===== config.mk =====
export PLATFORM = sky130hd
export DESIGN_NAME = vma_region_table_unit
export DESIGN_NICKNAME = d
export VERILOG_FILES = /design/src/hdl/vrt_pkg.sv /design/src/hdl/vrt_region_mem.sv /design/src/hdl/vrt_range_match.sv /design/src/hdl/vma_region_table_unit.sv
export SDC_FILE = /design/constraint.sdc
export NUM_CORES = 2
export LEC_CHECK = 0
export BUFFER_PORTS_ARGS = -buffer_cell sky130_fd_sc_hd__clkbuf_2
export CAP_MARGIN = 0
export CORE_UTILIZATION = 39
export CTS_CLUSTER_DIAMETER = 60
export DETAILED_ROUTE_END_ITERATION = 7
export PLACE_DENSITY_LB_ADDON = 0.12
export RECOVER_POWER = 50
export SLEW_MARGIN = 10
export SYNTH_ARGS = -nofsm -noshare
export SYNTH_HDL_FRONTEND = slang
export SYNTH_HIERARCHICAL = 1
export SYNTH_SLANG_ARGS = --single-unit

===== constraint.sdc =====
create_clock -name clk_i -period 13.7 [get_ports clk_i]
set_input_delay 0.685 -clock clk_i [delete_from_list [all_inputs] [get_ports clk_i]]
set_output_delay 0.685 -clock clk_i [all_outputs]
set_load 0.02 [all_outputs]

===== src/hdl/vrt_pkg.sv =====
// ----------------------------------------------------------------------------
// vrt_pkg: shared types and constants of the region table
// Field widths, result status codes, request kinds, the sequencer state
// encoding and the stored region record.
// ----------------------------------------------------------------------------
package vrt_pkg;

  localparam int ADDR_W   = 39;
  localparam int END_W    = 40;
  localparam int FLAG_W   = 4;
  localparam int WORD_W   = 32;
  localparam int SLOT_W   = 4;
  localparam int STATUS_W = 2;

  // Result status codes.
  localparam logic [STATUS_W-1:0] STATUS_OK   = 2'd0;
  localparam logic [STATUS_W-1:0] STATUS_FULL = 2'd1;
  localparam logic [STATUS_W-1:0] STATUS_MISS = 2'd2;

  // Request kinds.
  localparam logic KIND_INSERT = 1'b0;
  localparam logic KIND_LOOKUP = 1'b1;

  // Sequencer states, one-hot.
  typedef enum logic [2:0] {
    S_IDLE   = 3'b001,
    S_INSERT = 3'b010,
    S_SCAN   = 3'b100
  } state_e;

  // One stored region.
  typedef struct packed {
    logic [ADDR_W-1:0] start;
    logic [END_W-1:0]  stop;
    logic [FLAG_W-1:0] flags;
    logic [WORD_W-1:0] offset;
    logic [WORD_W-1:0] bytes;
  } region_t;

endpackage


===== src/hdl/vrt_region_mem.sv =====
// ----------------------------------------------------------------------------
// vrt_region_mem: region storage
// Single write port and a single read port with registered read data.
// Contents are undefined until written.
// ----------------------------------------------------------------------------
module vrt_region_mem #(
  parameter int ENTRIES = 16,
  parameter int IDX_W   = 4
) (
  input  logic             clk_i,
  input  logic             we_i,
  input  logic [IDX_W-1:0] waddr_i,
  input  vrt_pkg::region_t wdata_i,
  input  logic [IDX_W-1:0] raddr_i,
  output vrt_pkg::region_t rdata_o
);

  vrt_pkg::region_t mem_q [ENTRIES];
  vrt_pkg::region_t rdata_q;

  always_ff @(posedge clk_i) begin
    if (we_i) begin
      mem_q[waddr_i] <= wdata_i;
    end
  end

  always_ff @(posedge clk_i) begin
    rdata_q <= mem_q[raddr_i];
  end

  assign rdata_o = rdata_q;

endmodule


===== src/hdl/vrt_range_match.sv =====
// ----------------------------------------------------------------------------
// vrt_range_match: shared range comparator
// Tells whether an address falls in the half-open range [start, stop) of
// one region. The scan reuses it for every slot in turn.
// ----------------------------------------------------------------------------
module vrt_range_match (
  input  logic [vrt_pkg::ADDR_W-1:0] address_i,
  input  vrt_pkg::region_t           region_i,
  output logic                       hit_o
);

  logic [vrt_pkg::END_W-1:0] addr_ext;

  // An empty region has start equal to stop and can never hit.
  assign addr_ext = {1'b0, address_i};
  assign hit_o    = (address_i >= region_i.start) && (addr_ext < region_i.stop);

endmodule


===== src/hdl/vma_region_table_unit.sv =====
// ----------------------------------------------------------------------------
// vma_region_table_unit: virtual memory region table
// Appends regions and finds the first region that holds an address.
// ----------------------------------------------------------------------------
// A request beat is taken when start is high and busy is low. An insert
// stores the region in the next free slot and reports that slot, echoing the
// region with its end set to start plus length; with every slot used it
// reports table full and all other fields zero. A lookup walks the filled
// slots in slot order through one shared range comparator, one slot per
// cycle behind the registered memory read, and reports the lowest slot
// whose [start, end) holds the address, or a miss with all other fields
// zero. An insert writes the region and loads the result register from the
// insert state, a full table or an empty-table lookup loads it straight
// from idle, and a lookup loads it from the scan state at the first hit or
// after the last filled slot. The walk over the memory read port sets the
// lookup time. The result beat is shown on the output ports for exactly one
// cycle with done_o high; there is no way to stall it, so the receiver must
// take it in that cycle. busy stays high while an insert or a scan is in
// progress, and a new request may be issued in the very cycle that a result
// is shown. Region storage needs no clearing after reset, since only slots
// below the fill count are ever used.
// ----------------------------------------------------------------------------
module vma_region_table_unit #(
  parameter int ENTRIES = 16
) (
  input  logic                          clk_i,
  input  logic                          rst_ni,
  input  logic                          start,
  output logic                          busy,
  input  logic                          kind_i,
  input  logic [vrt_pkg::ADDR_W-1:0]    address_i,
  input  logic [vrt_pkg::ADDR_W-1:0]    span_length_i,
  input  logic [vrt_pkg::FLAG_W-1:0]    region_flags_i,
  input  logic [vrt_pkg::WORD_W-1:0]    file_offset_i,
  input  logic [vrt_pkg::WORD_W-1:0]    file_bytes_i,
  output logic                          done_o,
  output logic [vrt_pkg::STATUS_W-1:0]  status_o,
  output logic [vrt_pkg::SLOT_W-1:0]    slot_o,
  output logic [vrt_pkg::ADDR_W-1:0]    region_start_o,
  output logic [vrt_pkg::END_W-1:0]     region_end_o,
  output logic [vrt_pkg::FLAG_W-1:0]    out_flags_o,
  output logic [vrt_pkg::WORD_W-1:0]    out_file_offset_o,
  output logic [vrt_pkg::WORD_W-1:0]    out_file_bytes_o
);

  localparam int IDX_W = (ENTRIES > 1) ? $clog2(ENTRIES) : 1;
  localparam int CNT_W = $clog2(ENTRIES + 1);

  // Sequencer and fill state.
  vrt_pkg::state_e state_q, state_d;
  logic [CNT_W-1:0] count_q, count_d;
  logic [CNT_W-1:0] scan_q, scan_d;
  logic             tag_vld_q, tag_vld_d;
  logic [CNT_W-1:0] tag_idx_q, tag_idx_d;
  logic [CNT_W-1:0] tag_next;

  // Captured request beat.
  logic [vrt_pkg::ADDR_W-1:0] req_addr_q;
  logic [vrt_pkg::ADDR_W-1:0] req_len_q;
  logic [vrt_pkg::FLAG_W-1:0] req_flags_q;
  logic [vrt_pkg::WORD_W-1:0] req_off_q;
  logic [vrt_pkg::WORD_W-1:0] req_bytes_q;

  // Result register.
  logic                         done_q, done_d;
  logic                         res_load;
  logic [vrt_pkg::STATUS_W-1:0] res_status_q, res_status_d;
  logic [vrt_pkg::SLOT_W-1:0]   res_slot_q, res_slot_d;
  vrt_pkg::region_t             res_region_q, res_region_d;

  // Datapath.
  logic             accept;
  logic             hit;
  vrt_pkg::region_t new_region;
  vrt_pkg::region_t rd_region;
  logic             mem_we;
  logic [IDX_W+3:0] ins_ext;
  logic [IDX_W+3:0] tag_ext;

  assign busy   = (state_q != vrt_pkg::S_IDLE);
  assign accept = start && !busy;

  // The new region; its end cannot wrap past 40 bits.
  assign new_region.start  = req_addr_q;
  assign new_region.stop   = {1'b0, req_addr_q} + {1'b0, req_len_q};
  assign new_region.flags  = req_flags_q;
  assign new_region.offset = req_off_q;
  assign new_region.bytes  = req_bytes_q;

  // Slot numbers are reported modulo 16.
  assign ins_ext  = {4'b0000, count_q[IDX_W-1:0]};
  assign tag_ext  = {4'b0000, tag_idx_q[IDX_W-1:0]};
  assign tag_next = tag_idx_q + CNT_W'(1);

  vrt_region_mem #(
    .ENTRIES (ENTRIES),
    .IDX_W   (IDX_W)
  ) u_mem (
    .clk_i   (clk_i),
    .we_i    (mem_we),
    .waddr_i (count_q[IDX_W-1:0]),
    .wdata_i (new_region),
    .raddr_i (scan_q[IDX_W-1:0]),
    .rdata_o (rd_region)
  );

  vrt_range_match u_match (
    .address_i (req_addr_q),
    .region_i  (rd_region),
    .hit_o     (hit)
  );

  // The scan issues one read per cycle; tag_idx_q names the slot whose data
  // sits in the read register, and tag_vld_q says whether that slot is filled.
  always_comb begin
    state_d      = state_q;
    count_d      = count_q;
    scan_d       = scan_q;
    tag_vld_d    = 1'b0;
    tag_idx_d    = tag_idx_q;
    done_d       = 1'b0;
    res_load     = 1'b0;
    res_status_d = vrt_pkg::STATUS_OK;
    res_slot_d   = '0;
    res_region_d = '0;
    mem_we       = 1'b0;

    case (state_q)
      vrt_pkg::S_IDLE: begin
        if (accept) begin
          if (kind_i == vrt_pkg::KIND_INSERT) begin
            if (count_q == CNT_W'(ENTRIES)) begin
              res_load     = 1'b1;
              res_status_d = vrt_pkg::STATUS_FULL;
              done_d       = 1'b1;
            end else begin
              state_d = vrt_pkg::S_INSERT;
            end
          end else if (count_q == '0) begin
            res_load     = 1'b1;
            res_status_d = vrt_pkg::STATUS_MISS;
            done_d       = 1'b1;
          end else begin
            scan_d  = '0;
            state_d = vrt_pkg::S_SCAN;
          end
        end
      end

      vrt_pkg::S_INSERT: begin
        mem_we       = 1'b1;
        count_d      = count_q + CNT_W'(1);
        res_load     = 1'b1;
        res_status_d = vrt_pkg::STATUS_OK;
        res_slot_d   = ins_ext[3:0];
        res_region_d = new_region;
        done_d       = 1'b1;
        state_d      = vrt_pkg::S_IDLE;
      end

      vrt_pkg::S_SCAN: begin
        scan_d    = scan_q + CNT_W'(1);
        tag_vld_d = (scan_q < count_q);
        tag_idx_d = scan_q;
        if (tag_vld_q) begin
          if (hit) begin
            res_load     = 1'b1;
            res_status_d = vrt_pkg::STATUS_OK;
            res_slot_d   = tag_ext[3:0];
            res_region_d = rd_region;
            done_d       = 1'b1;
            tag_vld_d    = 1'b0;
            state_d      = vrt_pkg::S_IDLE;
          end else if (tag_next == count_q) begin
            res_load     = 1'b1;
            res_status_d = vrt_pkg::STATUS_MISS;
            done_d       = 1'b1;
            tag_vld_d    = 1'b0;
            state_d      = vrt_pkg::S_IDLE;
          end
        end
      end

      default: begin
        state_d = vrt_pkg::S_IDLE;
      end
    endcase
  end

  always_ff @(posedge clk_i or negedge rst_ni) begin
    if (!rst_ni) begin
      state_q   <= vrt_pkg::S_IDLE;
      count_q   <= '0;
      scan_q    <= '0;
      tag_vld_q <= 1'b0;
      done_q    <= 1'b0;
    end else begin
      state_q   <= state_d;
      count_q   <= count_d;
      scan_q    <= scan_d;
      tag_vld_q <= tag_vld_d;
      done_q    <= done_d;
    end
  end

  always_ff @(posedge clk_i) begin
    tag_idx_q <= tag_idx_d;
    if (accept) begin
      req_addr_q  <= address_i;
      req_len_q   <= span_length_i;
      req_flags_q <= region_flags_i;
      req_off_q   <= file_offset_i;
      req_bytes_q <= file_bytes_i;
    end
    if (res_load) begin
      res_status_q <= res_status_d;
      res_slot_q   <= res_slot_d;
      res_region_q <= res_region_d;
    end
  end

  assign done_o            = done_q;
  assign status_o          = res_status_q;
  assign slot_o            = res_slot_q;
  assign region_start_o    = res_region_q.start;
  assign region_end_o      = res_region_q.stop;
  assign out_flags_o       = res_region_q.flags;
  assign out_file_offset_o = res_region_q.offset;
  assign out_file_bytes_o  = res_region_q.bytes;

endmodule


After elaboration in Yosys (flattened, before gate mapping):

Memories as Yosys holds them, arrays and structs flattened. A register that Yosys moved wholly into a read port is not among the register bits.
Cells that the tools add are included.

* bits in registers: 319
* RAM bits: 2352
* bits of input ports: 150
* output and inout port bits: 155
* word-level logic and storage cells: 87
* memories: 1

Memory list
* u_mem.mem_q: depth 16, width 147, rd ports 1, clocked after memory_dff 1, wr ports 1, line vrt_region_mem.sv:18 `vrt_pkg::region_t mem_q [ENTRIES];`

* $add $sub $neg: 4
* order comparisons: 3
* eq/ne operators: 13
* muxes and demuxes: 41
* reduce and logical (&&, ||, !) cells: 7

Operators with widths (number)
* 2-to-1 mux 147 bit: 2
* case mux 147 bit (2 select lines): 1
* adder 39 x 39 -> 40 bit: 1
* < comparator 39 x 40 -> 1 bit: 1
* greater-or-equal comparator 39 bit: 1
* 2-to-1 mux 3 bit: 7
* adder 5 x 1 -> 5 bit, second input constant: 3
* 2-to-1 mux 1 bit: 15
* 2-to-1 mux 5 bit: 3
* 2-to-1 mux 2 bit: 6
* case mux 5 bit (2 select lines): 1
* != test 3 bit, second input constant: 3
* 2-to-1 mux 4 bit: 2
* != test 2 bit, second input constant: 4
* case mux 4 bit (2 select lines): 1
* case mux 3 bit (2 select lines): 1
* equality test 5 bit: 1
* equality test 5 bit, second input constant: 1
* zero test 5 bit: 1
* < comparator 5 bit: 1
* AND reduction 5 bit: 1
* case mux 2 bit (2 select lines): 1
* AND reduction 4 bit: 1
* equality test 3 x 1 -> 1 bit, second input constant: 1
* other kinds (7): 8

Depth between registers and ports, before layout:

* depth after elaboration: 6
* depth in mapped cells: 14
* gate-level depth less buffers: 11

Modules after synthesis:

The synthesis kept the hierarchy.

Modules (own cells, without submodules)
* vrt_region_mem: times used 1, cells each 3836, area an instance 91143.7 µm², sequential area each 73570.6 µm²
* vma_region_table_unit: times used 1, cells each 892, area an instance 13663.1 µm², sequential area each 9505.4 µm²
* vrt_range_match: times used 1, cells each 271, area an instance 1940.6 µm², sequential area each 0.0 µm²

Least setup slack after synthesis:

Ideal clock, no wire load.

* kind: register to register
* start: register state_q[2]
* end: memory u_mem/mem_q[0][0] (netlist bit), enable pin
* arrival time: 11.973 ns
* required time: 12.867 ns
* setup slack: 0.894 ns
* stages on the path, launching flop included: 8
* path buffers: 3
* cells stage by stage: dfrtp_1 > or3b_2 > clkbuf_1 > inv_1 > buf_6 > clkbuf_1 > or3b_2 > nor3_1

* longest elaborated chain between the ends: 4

Ends and longest elaborated chain
* start: declaration: line vma_region_table_unit.sv:50 `vrt_pkg::state_e state_q, state_d;`
* start signal: assignment: line vma_region_table_unit.sv:192 `state_q <= vrt_pkg::S_IDLE;`
* start signal: assignment: line vma_region_table_unit.sv:198 `state_q <= state_d;`
* equality test 3 x 2 -> 1 bit: line vma_region_table_unit.sv:128 `case (state_q)`
* 2-to-1 mux 1 bit: line vma_region_table_unit.sv:128
* via mem_we: line vma_region_table_unit.sv:76 `logic mem_we;`
* 2-to-1 mux 1 bit: line vrt_region_mem.sv:22 `if (we_i) begin`
* 2-to-1 mux 1 bit (implied by the code): line vrt_region_mem.sv:23 `mem_q[waddr_i] <= wdata_i;`
* end: declaration: line vrt_region_mem.sv:18

The timed path passes the listed nets, and every way through them passes these cells.

==> impl_metrics.json <==
{
  "max_freq_mhz": 117,
  "dp_hpwl_um": 163000,
  "timing.clock.skew_ps": 66.2,
  "cts_htree_levels": 5,
  "status": "complete, but fails checks",
  "cts-root-to-sink-buffers": 4,
  "min-delay-path-class": "input port to flop",
  "die_width_um": 525,
  "synth_top_area_share_pct": 74.7,
  "synth.top_cells.by_area": "sky130_fd_sc_hd__edfxtp_1, sky130_fd_sc_hd__mux4_2, sky130_fd_sc_hd__dfxtp_1",
  "avgRoutedWirePerCell_um": 32.3,
  "drtAntennaViolNets": 0,
  "first_global_vias": 54799,
  "cts_num_sinks": 2818,
  "total_die_area_um2": 276000,
  "clock_root_buffer": "sky130_fd_sc_hd__clkbuf_16",
  "hold-path-endpoint": "req_len_q[29]",
  "synth.cells.most_frequent": "sky130_fd_sc_hd__edfxtp_1, sky130_fd_sc_hd__mux4_2, sky130_fd_sc_hd__a22oi_1",
  "yosysMostFrequentCell": "sky130_fd_sc_hd__edfxtp_1",
  "maxSlewHeadroom_pct": -276,
  "crit_path_start_kind": "flop",
  "synth.cell_area_um2": 107000,
  "grt_overflow_total": 0,
  "yosys_warning_total": 6,
  "setup_violations": 0,
  "min_from": "span_length_i[29]",
  "detailedRoute.firstIterationViolations": 4992,
  "fp-row-count": 191,
  "period_needed_ps": 8570,
  "count_of_flip_flops_with_a_built_in_enable_after_synthesis": 2656,
  "grt_start_max_net_pins": 124,
  "design.core.area_um2": 271000,
  "max-cap-violations": 22,
  "nFillCells": 23232,
  "drive_gt1_share_pct": 20.4,
  "synthesis.instances": 4999,
  "grt_antenna_before_repair": 26,
  "final_hold_viol_count": 0,
  "p_sw_share_pct": 29.2,
  "tritoncts": "done",
  "rr_startpoint": "scan_q[1]",
  "die_boundary_height_um": 525,
  "layout_setup_ws_ps": 5130,
  "area.growth.synth_to_final_pct": 15.2,
  "pin_count": 305,
  "pwr-share-comb_pct": 19.9,
  "worst_setup_end_kind": "flop",
  "power.share.sequential_pct": 47.1,
  "r2r_end": "u_mem/rdata_o[139]",
  "fin_crit_sh_pct": 62.6,
  "fin_tns_setup_ps": 0,
  "synthesis.nets": 5274,
  "clock_latency_late_sink_ps": 880,
  "clkPwrFrac_pct": 33.0,
  "p_switching_w": 0.00715,
  "post-route-drc-count": 0,
  "critPathMaxFanout": 123,
  "routed_wirelength_um": 304000,
  "io_buffer_count": 304,
  "leakage_nw": 39.0,
  "pre_repair_dr_iteration_count": 5,
  "detail_route.vias_per_cell": 5.67,
  "synth-async-reset-ratio_pct": 0.532,
  "grt_first_pass_wirelength_um": 425000,
  "path_clk_slew_ps": 60,
  "grt_use_total_pct": 21.8,
  "preCtsSetupSlack_ps": 8170,
  "power.internal_w": 0.0174,
  "violations": "capacitance limit, slew limit",
  "setup_repair_after_global_routing_missed_its_margin": "false",
  "drv_slew": 762,
  "reg2reg_slack_ps": 5130,
  "irDropWorstVdd_v": 0.000129,
  "arrival_ps": 9290,
  "power_density_nw_per_um2": 199,
  "synth_ff_type": "sky130_fd_sc_hd__edfxtp_1",
  "syn_area_per_cell_um2": 21.4,
  "area_leader_netlist": "sky130_fd_sc_hd__edfxtp_1",
  "initial_core_utilization_pct": 39.3,
  "seq_total_area_yosys_pct": 77.8,
  "gp_routability_congestion": 0.842,
  "reg2regPathDepth": 6,
  "synth_cell_type_count": 72,
  "ys_ff_latch": 2818,
  "design.final.nets": 5867,
  "cts_buffers": 310,
  "hold_depth": 1,
  "detailroute.via_count": 53353,
  "worst_slew_pin_slew_ps": 5610,
  "worst_ep_required_time_ps": 14420,
  "setup.worst_path.class": "flop to flop"
}
[repair_timing]
action,CTS,global route
gates resized for setup,0,0
setup buffers,0,0
hold buffers,88,0
hold endpoints to repair,101,0
[flip-flops by register name, indices dropped and copies added, names as in the netlist, 5 cells and up]
signal	count
u_mem/rdata_o	147
count_q	5
req_bytes_q	32
out_file_bytes_o	32
region_end_o	40
region_start_o	39
req_off_q	32
req_addr_q	39
scan_q	5
tag_idx_q	5
u_mem/mem_q	2352
out_file_offset_o	32
req_len_q	39
[power groups by stage]
stage / Combinational, W / Clock, W / Sequential (W)
detailed placement: 0.00498 / 0 / 0.0117
global placement: 0.00498 / 0 / 0.0117
global route: 0.00527 / 0.00858 / 0.0116
floorplan: 0.00317 / 0 / 0.0115
finish: 0.00489 / 0.00808 / 0.0115
CTS: 0.00502 / 0.00826 / 0.0115
[stage by stage]
step	area, um^2	utilization (%)	hold slack, ps	std cells	power [W]
2_1_floorplan	107000	-	389	4999	0.0146
3_3_place_gp	113000	41.6	504	8762	0.0167
3_5_place_dp	113000	41.6	502	8762	0.0167
4_1_cts	124000	45.5	0.373	9408	0.0248
5_1_grt	123000	45.3	16.6	9414	0.0255
6_report	123000	45.3	54.2	9418	0.0245
[worst max-delay path by stage]
stage / from / to / slack (ps) / cells after the start
2_1_floorplan: state_q[2] / u_mem/mem_q[0][0] / 890 / 7
3_3_place_gp: req_addr_q[1] / region_end_o[28] / 8190 / 11
3_5_place_dp: req_addr_q[1] / region_start_o[8] / 8170 / 11
4_1_cts: req_addr_q[1] / region_end_o[24] / 8080 / 11
5_1_grt: scan_q[1] / u_mem/rdata_o[89] / 4410 / 6
6_report: scan_q[1] / u_mem/rdata_o[139] / 5130 / 6
[kinds of logic after synthesis]
kind of cell,after synthesis,synth area share (%)
compound gates,682,4.71
mux,631,12.4
xor+xnor,51,0.418
simple gates,351,1.49
fa+ha+maj,125,1.47
flops,2818,77.8
buf+inv,341,1.66
[metal layers]
layer,share of wire [%],track usage (%)
met5,0.017,0
met4,2.1,4.81
met3,6.7,4.39
met2,46,33.8
met1,45,31.8
[cell type report]
type                       instances  area, um^2  share of cell area [%]
inverter                          92         354                   0.288
clock buffer                     413        8560                    6.97
multi-input combinational       1840       22000                    17.9
sequential                      2818       83100                    67.6
antenna                           10        25.0                  0.0204
tap                             3570        4470                    3.63
clock inverter                   145        1240                    1.01
timing repair buffer             530        3180                    2.59
[layout by cell type, fill, tap and decap left out, types with 6 or more instances in the layout]
cell | netlist | final
sky130_fd_sc_hd__mux4_2 | 556 | 556
sky130_fd_sc_hd__nand2b_1 | 7 | 7
sky130_fd_sc_hd__nor3_1 | 14 | 13
sky130_fd_sc_hd__a31oi_1 | 10 | 9
sky130_fd_sc_hd__a21o_1 | 40 | 40
sky130_fd_sc_hd__o21bai_1 | 7 | 7
sky130_fd_sc_hd__bufinv_16 | 0 | 17
sky130_fd_sc_hd__clkinv_1 | 2 | 58
sky130_fd_sc_hd__a21oi_1 | 86 | 87
sky130_fd_sc_hd__inv_6 | 0 | 12
sky130_fd_sc_hd__ha_1 | 124 | 124
sky130_fd_sc_hd__buf_4 | 19 | 82
sky130_fd_sc_hd__clkinv_2 | 0 | 40
sky130_fd_sc_hd__edfxtp_1 | 2656 | 2656
sky130_fd_sc_hd__dfxtp_1 | 147 | 147
sky130_fd_sc_hd__dfrtp_1 | 14 | 12
sky130_fd_sc_hd__o22ai_1 | 17 | 17
sky130_fd_sc_hd__clkbuf_8 | 0 | 27
sky130_fd_sc_hd__clkbuf_16 | 0 | 317
sky130_fd_sc_hd__o21ai_0 | 32 | 35
sky130_fd_sc_hd__clkbuf_1 | 81 | 343
sky130_fd_sc_hd__inv_1 | 90 | 88
sky130_fd_sc_hd__clkbuf_2 | 0 | 71
sky130_fd_sc_hd__nor2b_1 | 15 | 12
sky130_fd_sc_hd__o211ai_1 | 17 | 17
sky130_fd_sc_hd__a22oi_1 | 263 | 263
sky130_fd_sc_hd__xnor2_1 | 29 | 26
sky130_fd_sc_hd__a211oi_1 | 26 | 25
sky130_fd_sc_hd__a22o_1 | 145 | 145
sky130_fd_sc_hd__nand2_1 | 192 | 192
sky130_fd_sc_hd__clkinvlp_4 | 0 | 6
sky130_fd_sc_hd__dlygate4sd3_1 | 0 | 88
sky130_fd_sc_hd__buf_12 | 0 | 15
sky130_fd_sc_hd__nor2_1 | 48 | 43
sky130_fd_sc_hd__diode_2 | 0 | 10
sky130_fd_sc_hd__nand4_1 | 26 | 26
sky130_fd_sc_hd__nand3_1 | 19 | 19
sky130_fd_sc_hd__mux2i_1 | 75 | 75
sky130_fd_sc_hd__xor2_1 | 22 | 20
[critical path: stages (launching register included)]
cell and delay, ps:
sky130_fd_sc_hd__dfrtp_4 790, sky130_fd_sc_hd__clkbuf_2 2970, sky130_fd_sc_hd__clkbuf_1 2430, sky130_fd_sc_hd__nor2_1 1010, sky130_fd_sc_hd__clkbuf_1 610, sky130_fd_sc_hd__a22oi_1 310, sky130_fd_sc_hd__nand2_1 160
(Power assumes the default switching activity.)
